**config.mk**
```make
export PLATFORM = sky130hd
export DESIGN_NAME = vfcm_queue
export DESIGN_NICKNAME = d
export VERILOG_FILES = /design/src/sv/voxel_face_cull_mesher_defines.svh /design/src/sv/vfcm_pkg.sv /design/src/sv/vfcm_queue.sv
export SDC_FILE = /design/constraint.sdc
export NUM_CORES = 1
export LEC_CHECK = 0
export BUFFER_PORTS_ARGS = -buffer_cell sky130_fd_sc_hd__clkbuf_2
export CORE_UTILIZATION = 38
export CTS_CLUSTER_DIAMETER = 150
export DETAILED_ROUTE_END_ITERATION = 10
export GPL_TIMING_DRIVEN = 0
export PLACE_DENSITY = 0.61
export SLEW_MARGIN = 20
export SYNTH_ARGS = -nofsm -noshare
export SYNTH_HDL_FRONTEND = slang
export SYNTH_SLANG_ARGS = --single-unit
```
**constraint.sdc**
```tcl
create_clock -name clk -period 1.9 [get_ports clk]
set_clock_uncertainty 0.05 [all_clocks]
set_input_delay 0.38 -clock clk [delete_from_list [all_inputs] [get_ports clk]]
set_output_delay 0.38 -clock clk [all_outputs]
set_load 0.02 [all_outputs]
```
**src/sv/voxel_face_cull_mesher_defines.svh**
```systemverilog
// Assertion macros for the voxel face culling mesher.
`ifndef VOXEL_FACE_CULL_MESHER_DEFINES_SVH
`define VOXEL_FACE_CULL_MESHER_DEFINES_SVH
`ifndef NO_ASSERTIONS
`define VFCM_ASSERT_IMPL(label, ante, cons) \
    label: assert property (@(posedge clk) disable iff (!rst_n) (ante) |-> (cons)) \
        else $error("assertion failed");
`define VFCM_ASSERT_NEXT(label, ante, cons) \
    label: assert property (@(posedge clk) disable iff (!rst_n) (ante) |=> (cons)) \
        else $error("assertion failed");
`else
`define VFCM_ASSERT_IMPL(label, ante, cons)
`define VFCM_ASSERT_NEXT(label, ante, cons)
`endif
`endif

```
**src/sv/vfcm_pkg.sv**
```systemverilog
// ---------------------------------------------------------------------------
// Voxel face culling mesher package
// Shared types, constants and corner tables.
// ---------------------------------------------------------------------------
package vfcm_pkg;

    localparam int SIDE = 32;
    localparam int CW = $clog2(SIDE);
    localparam int AW = 3 * CW;
    localparam int DEPTH = SIDE * SIDE * SIDE;
    localparam int QDEPTH = 2;

    localparam logic OP_WRITE = 1'b0;
    localparam logic OP_MESH = 1'b1;

    typedef struct packed {
        logic        opcode;
        logic [4:0]  voxel_x;
        logic [4:0]  voxel_y;
        logic [4:0]  voxel_z;
        logic [23:0] voxel_value;
    } in_word_t;

    typedef struct packed {
        logic [5:0]  vertex_x;
        logic [5:0]  vertex_y;
        logic [5:0]  vertex_z;
        logic [23:0] vertex_color;
        logic [2:0]  face_id;
        logic        last;
    } out_word_t;

    // Classified command passed from the front to the back.
    typedef struct packed {
        logic [4:0] x;
        logic [4:0] y;
        logic [4:0] z;
    } cmd_t;

    typedef enum logic [2:0] {
        ST_IDLE,
        ST_CENTRE,
        ST_PROBE,
        ST_DECIDE,
        ST_EMIT
    } back_state_t;

    // Corner offsets packed as {x,y,z}.
    function automatic logic [2:0] corner_off(input logic [2:0] c);
        logic [2:0] r;
        begin
            case (c)
                3'd0: r = 3'b001;
                3'd1: r = 3'b101;
                3'd2: r = 3'b111;
                3'd3: r = 3'b011;
                3'd4: r = 3'b000;
                3'd5: r = 3'b100;
                3'd6: r = 3'b110;
                default: r = 3'b010;
            endcase
            corner_off = r;
        end
    endfunction

    // Corner number for face f and triangle vertex v.
    function automatic logic [2:0] face_corner(input logic [2:0] f, input logic [2:0] v);
        logic [11:0] q;
        logic [1:0]  k;
        begin
            case (f)
                3'd0: q = {3'd0, 3'd3, 3'd7, 3'd4};
                3'd1: q = {3'd1, 3'd5, 3'd6, 3'd2};
                3'd2: q = {3'd0, 3'd4, 3'd5, 3'd1};
                3'd3: q = {3'd3, 3'd2, 3'd6, 3'd7};
                3'd4: q = {3'd7, 3'd6, 3'd5, 3'd4};
                default: q = {3'd0, 3'd1, 3'd2, 3'd3};
            endcase
            case (v)
                3'd0: k = 2'd0;
                3'd1: k = 2'd1;
                3'd2: k = 2'd2;
                3'd3: k = 2'd0;
                3'd4: k = 2'd2;
                default: k = 2'd3;
            endcase
            face_corner = q[(2'd3 - k) * 3 +: 3];
        end
    endfunction

endpackage

```
**src/sv/vfcm_queue.sv**
```systemverilog
// ---------------------------------------------------------------------------
// Command queue
// Small FIFO between the front and the back end.
// ---------------------------------------------------------------------------
module vfcm_queue (
    input  logic           clk,
    input  logic           rst_n,
    input  logic           push,
    input  vfcm_pkg::cmd_t push_cmd,
    input  logic           pop,
    output logic           not_empty,
    output logic           full,
    output vfcm_pkg::cmd_t head
);
    import vfcm_pkg::*;

    cmd_t       slot_reg [QDEPTH];
    logic       wp_reg, wp_next, rp_reg, rp_next;
    logic [1:0] cnt_reg, cnt_next;

    assign not_empty = cnt_reg != 2'd0;
    assign full = cnt_reg == 2'(QDEPTH);
    assign head = slot_reg[rp_reg];

    // Pointer and count update.
    always_comb
    begin
        wp_next = push ? !wp_reg : wp_reg;
        rp_next = pop ? !rp_reg : rp_reg;
        cnt_next = cnt_reg + 2'(push) - 2'(pop);
    end

    always_ff @(posedge clk or negedge rst_n)
    begin
        if (!rst_n)
        begin
            wp_reg <= 1'b0;
            rp_reg <= 1'b0;
            cnt_reg <= 2'd0;
        end
        else
        begin
            wp_reg <= wp_next;
            rp_reg <= rp_next;
            cnt_reg <= cnt_next;
        end
    end

    // Slot storage.
    always_ff @(posedge clk)
    begin
        if (push)
        begin
            slot_reg[wp_reg] <= push_cmd;
        end
    end

endmodule

```
# After elaboration in Yosys (flattened, before gate mapping)

Memory sizes are Yosys's and may differ from the RTL's.
Index checks and enable logic that the tools add are counted.

Output and inout bits: 17
Bits in registers: 4
Bits in writable memories: 30
Memories: 1
Word-level logic and storage cells: 12
Latch bits: 0
Memory bits (read-only): 0
Input bits: 19

Memory list:

| name     | depth | width | read ports | clocked after Yosys merged registers in | write ports | RTL line         | source |
|---|---|---|---|---|---|---|---|
| slot_reg | 2     | 15    | 1          | 0                                       | 1           | vfcm_queue.sv:17 | `cmd_t slot_reg [QDEPTH];` |

Equality and inequality tests: 1
Add/subtract/negate cells: 2
Div/mod/pow operators: 0
$lt $le $gt $ge: 0
Muxes and demuxes: 2
Reduce and logical (&&, ||, !) cells: 3
Bitwise gates (word level): 0
Multiply operators: 0
Shift-type cells: 0

Operators with widths:

| operator             | number |
|---|---|
| $add A2 B1 Y2        | 1 |
| $eq A2 B2 Y1 const B | 1 |
| $logic_not A1 Y1     | 2 |
| $mux W1              | 2 |
| $reduce_bool A2 Y1   | 1 |
| $sub A2 B1 Y2        | 1 |

# Longest topological paths before layout

Word-level depth: 2
Depth in mapped cells: 5
Depth with buffers taken out: 5

# Worst setup path after synthesis

No wires, ideal clock.

Kind: input to register
From: in push
To: mem slot_reg[0][0] in the netlist's numbering, enable pin
Setup time: 388 ps
Buffers on the path: 0
Data arrival time: 1101 ps
Stages on the path: 1
Slack: 360 ps
Data required time: 1462 ps
Path through: nor2b_1

Longest elaborated chain between the ends: 2

Ends and longest elaborated chain:

| what                          | RTL line         | source |
|---|---|---|
| from (decl)                   | vfcm_queue.sv:8  | `input logic push,` |
| $mux W1                       | vfcm_queue.sv:52 | `if (push)` |
| $mux W1 (implied by the code) | vfcm_queue.sv:54 | `slot_reg[wp_reg] <= push_cmd;` |
| to (decl)                     | vfcm_queue.sv:17 |  |

Every way passes these cells.

==> flow_summary.yaml <==
final_layout:
  number_of_inserted_filler_cells_in_the_final_layout: 315
  drive_gt1_frac: 0.562
  largest_reg_flops: 30
  syn2layout_area_growth_pct: 21.6
  final_cell_count_no_fill: 151
  commonest_non_fill_non_tap_cells_in_the_layout: "sky130_fd_sc_hd__clkbuf_2 (34), sky130_fd_sc_hd__edfxtp_1 (30), sky130_fd_sc_hd__mux2_4 (9)"
  layout_commonest_cell: "sky130_fd_sc_hd__clkbuf_2"
  net_count_final: 125
  antenna_cells: 0
floorplanning:
  pin_count: 36
  die-height_um: 61.2
  design.core.area_um2: 3340
  core.rowCount: 21
  initial_core_utilization: 0.400
  chipWidth_um: 61.2
  die-area_um2: 3750
sta:
  max_freq_mhz: 548
  layout_min_cycle_time_ns: 1.82
  final-hold-violation-count: 0
  finalCritPeriodShare: 0.960
  slew_headroom: 0.483
  report.final.slew_viol_count: 0
  worstMarginPinSlew_ns: 0.773
  unrepaired_setup_endpoints_after_global_routing: "no"
  finalSetupViolCount: 0
synthesis:
  ys.warnings.count: 0
  netlist_area_um2: 1330
  synth_fp_nets: 83
  postSynthCellCount: 62
  postSynthRegisterBits: 34
  synth_sequential_area_ratio: 0.750
  postSynthAreaPerCell_um2: 21.5
  synthDistinctLibCells: 13
cts:
  clock_tree_from_tritoncts: "built"
  cts_sinks: 34
  clock_tree.htree_level_count: 2
  path_clk_slew_ns: 0.09
  insertion_delay_ns: 0.32
  ctsRootBufferMaster: "sky130_fd_sc_hd__clkbuf_4"
  tritoncts.num_buffers: 5
  cts_buffer_depth: 2
  setup_fix_bufs_post_cts: 0
critical_path:
  critical_path.max_fanout: 16
  critical_path_arrival_ns: 1.39
  slowest_stage: "sky130_fd_sc_hd__dfrtp_1"
  crit_path_end_kind: "output port"
  critPathKind: "reg -> out"
  crit_required_ns: 1.47
  crit_path_start_kind: "flop"
  critPathMaxStageDelay_ns: 0.36
  critical_path.cell_chain: "buf_8, mux2_2, clkbuf_2"
routing:
  route.antenna.remaining_nets: 0
  route.detailed.drc: 0
  via_count: 670
  routed_via_density: 4.44
  routedWlPerCell_um: 12.4
  initialDrtViolationCount: 11
  first_pass_iters: 4
  drt_wl_total_um: 1880
grt:
  grtUsageTotal: 0.108
  grt_start_max_net_pins: 17
  grt_first_pass_wirelength_um: 2560
  antenna_found_initial: 0
  grt_pass1_vias: 557
  globalRouteOverflowTotal: 0
min_path:
  hold_path_class: "in -> reg"
power_and_ir_drop:
  p_per_area_nw_per_um2: 1440
  power.ir.vdd_worst_mv: 0.723
  power.switching_mw: 0.758
  total_leakage_power_nw: 0.676
  clock_power_share: 0.154
  comb_power_share: 0.389
  p_sw_frac: 0.326
  power_mw: 2.33
  p_seq_frac: 0.456
  internal_power_mw: 1.57
flow_run:
  max_cap_violations: 0
place:
  globalplace.congestion: 0.613
  io_buffer_count: 35
  dp_hpwl_um: 1300
  place_inst: 143
run_status:
  outcome: "finished clean"
-- cells by family (layout without fill, tap and decap cells) --
logic type | after synthesis | count (layout) | synth area share
mux | 15 | 15 | 0.152
simple gates | 4 | 4 | 0.0188
flops | 34 | 34 | 0.750
buf+inv | 4 | 47 | 0.0291
fa+ha+maj | 2 | 2 | 0.0188
xor+xnor | 3 | 3 | 0.0310
-- critical path: cells and delay by family, from the launching register on --
family,cells,cell delay [ns]
buffers and inverters,2,0.35
DFF,1,0.36
muxes,1,0.36
-- layer usage --
layer,track usage,vias up,share of wire
met5,0,-,0
met4,0.0779,0,0.024
met3,0.0630,5,0.073
met2,0.160,23,0.48
met1,0.115,321,0.42
li1,-,321,-
-- power by group through the flow --
stage               registers (mW)  logic (mW)  clock network, mW
floorplan                     1.06       0.717                  0
global placement              1.07       0.942                  0
detailed placement            1.08       0.956                  0
CTS                           1.06       0.922              0.381
global route                  1.08       0.980              0.412
finish                        1.06       0.907              0.360
-- path summary, 6_finish.rpt --
| kind | startpoint | endpoint | slack, ns | cells past startpoint |
|---|---|---|---|---|
| max | rp_reg | head[14] | 0.08 | 3 |
| min | push_cmd[5] | slot_reg[1][5] | 0.19 | 1 |
| max in group asynchronous | rst_n | rp_reg | 1.34 | 2 |
| min in group asynchronous | rst_n | cnt_reg[1] | 0.33 | 2 |
| max reg2reg | wp_reg | slot_reg[0][2] | 0.44 | 1 |
| min reg2reg | wp_reg | wp_reg | 0.46 | 1 |
-- area by class of cell --
cell class                      instances  area [µm²]  area share
Timing Repair Buffer                   36         194       0.120
Sequential cell                        34        1000       0.617
Clock buffer                            6        41.3      0.0255
Buffer                                  1        15.0     0.00926
Clock inverter                          2        8.76     0.00540
Tap cell                               46        57.6      0.0355
Inverter                                2        7.51     0.00463
Multi-Input combinational cell         24         297       0.183
-- synthesized netlist by cell type (all sizes together) --
master / count / area, µm²
mux2: 15 / 203
inv: 2 / 7.51
xor2: 2 / 17.5
ha: 2 / 25.0
nor2b: 2 / 12.5
buf: 2 / 31.3
or2: 1 / 6.26
dfrtp: 4 / 100
edfxtp: 30 / 901
and2: 1 / 6.26
xor3: 1 / 23.8
-- what timing repair did --
item	in CTS	in global routing
gates resized for setup	2	1
endpoints found under the hold margin	4	0
setup endpoints to repair	1	3
hold buffers	1	0
pin swaps	0	0
-- through the flow --
stage / util / instance area (µm²) / hold slack, ns / setup slack [ns] / TNS [ns]
floorplan: - / 1330 / 0.0344 / 0.360 / 0
global placement: 0.469 / 1570 / 0.138 / -0.211 / -3.15
detailed placement: 0.470 / 1570 / 0.145 / 0.252 / 0
CTS: 0.485 / 1620 / 0.169 / 0.0244 / 0
global route: 0.486 / 1620 / 0.159 / 0.00221 / 0
finish: 0.486 / 1620 / 0.192 / 0.0758 / 0
(Power assumes the default switching activity.)
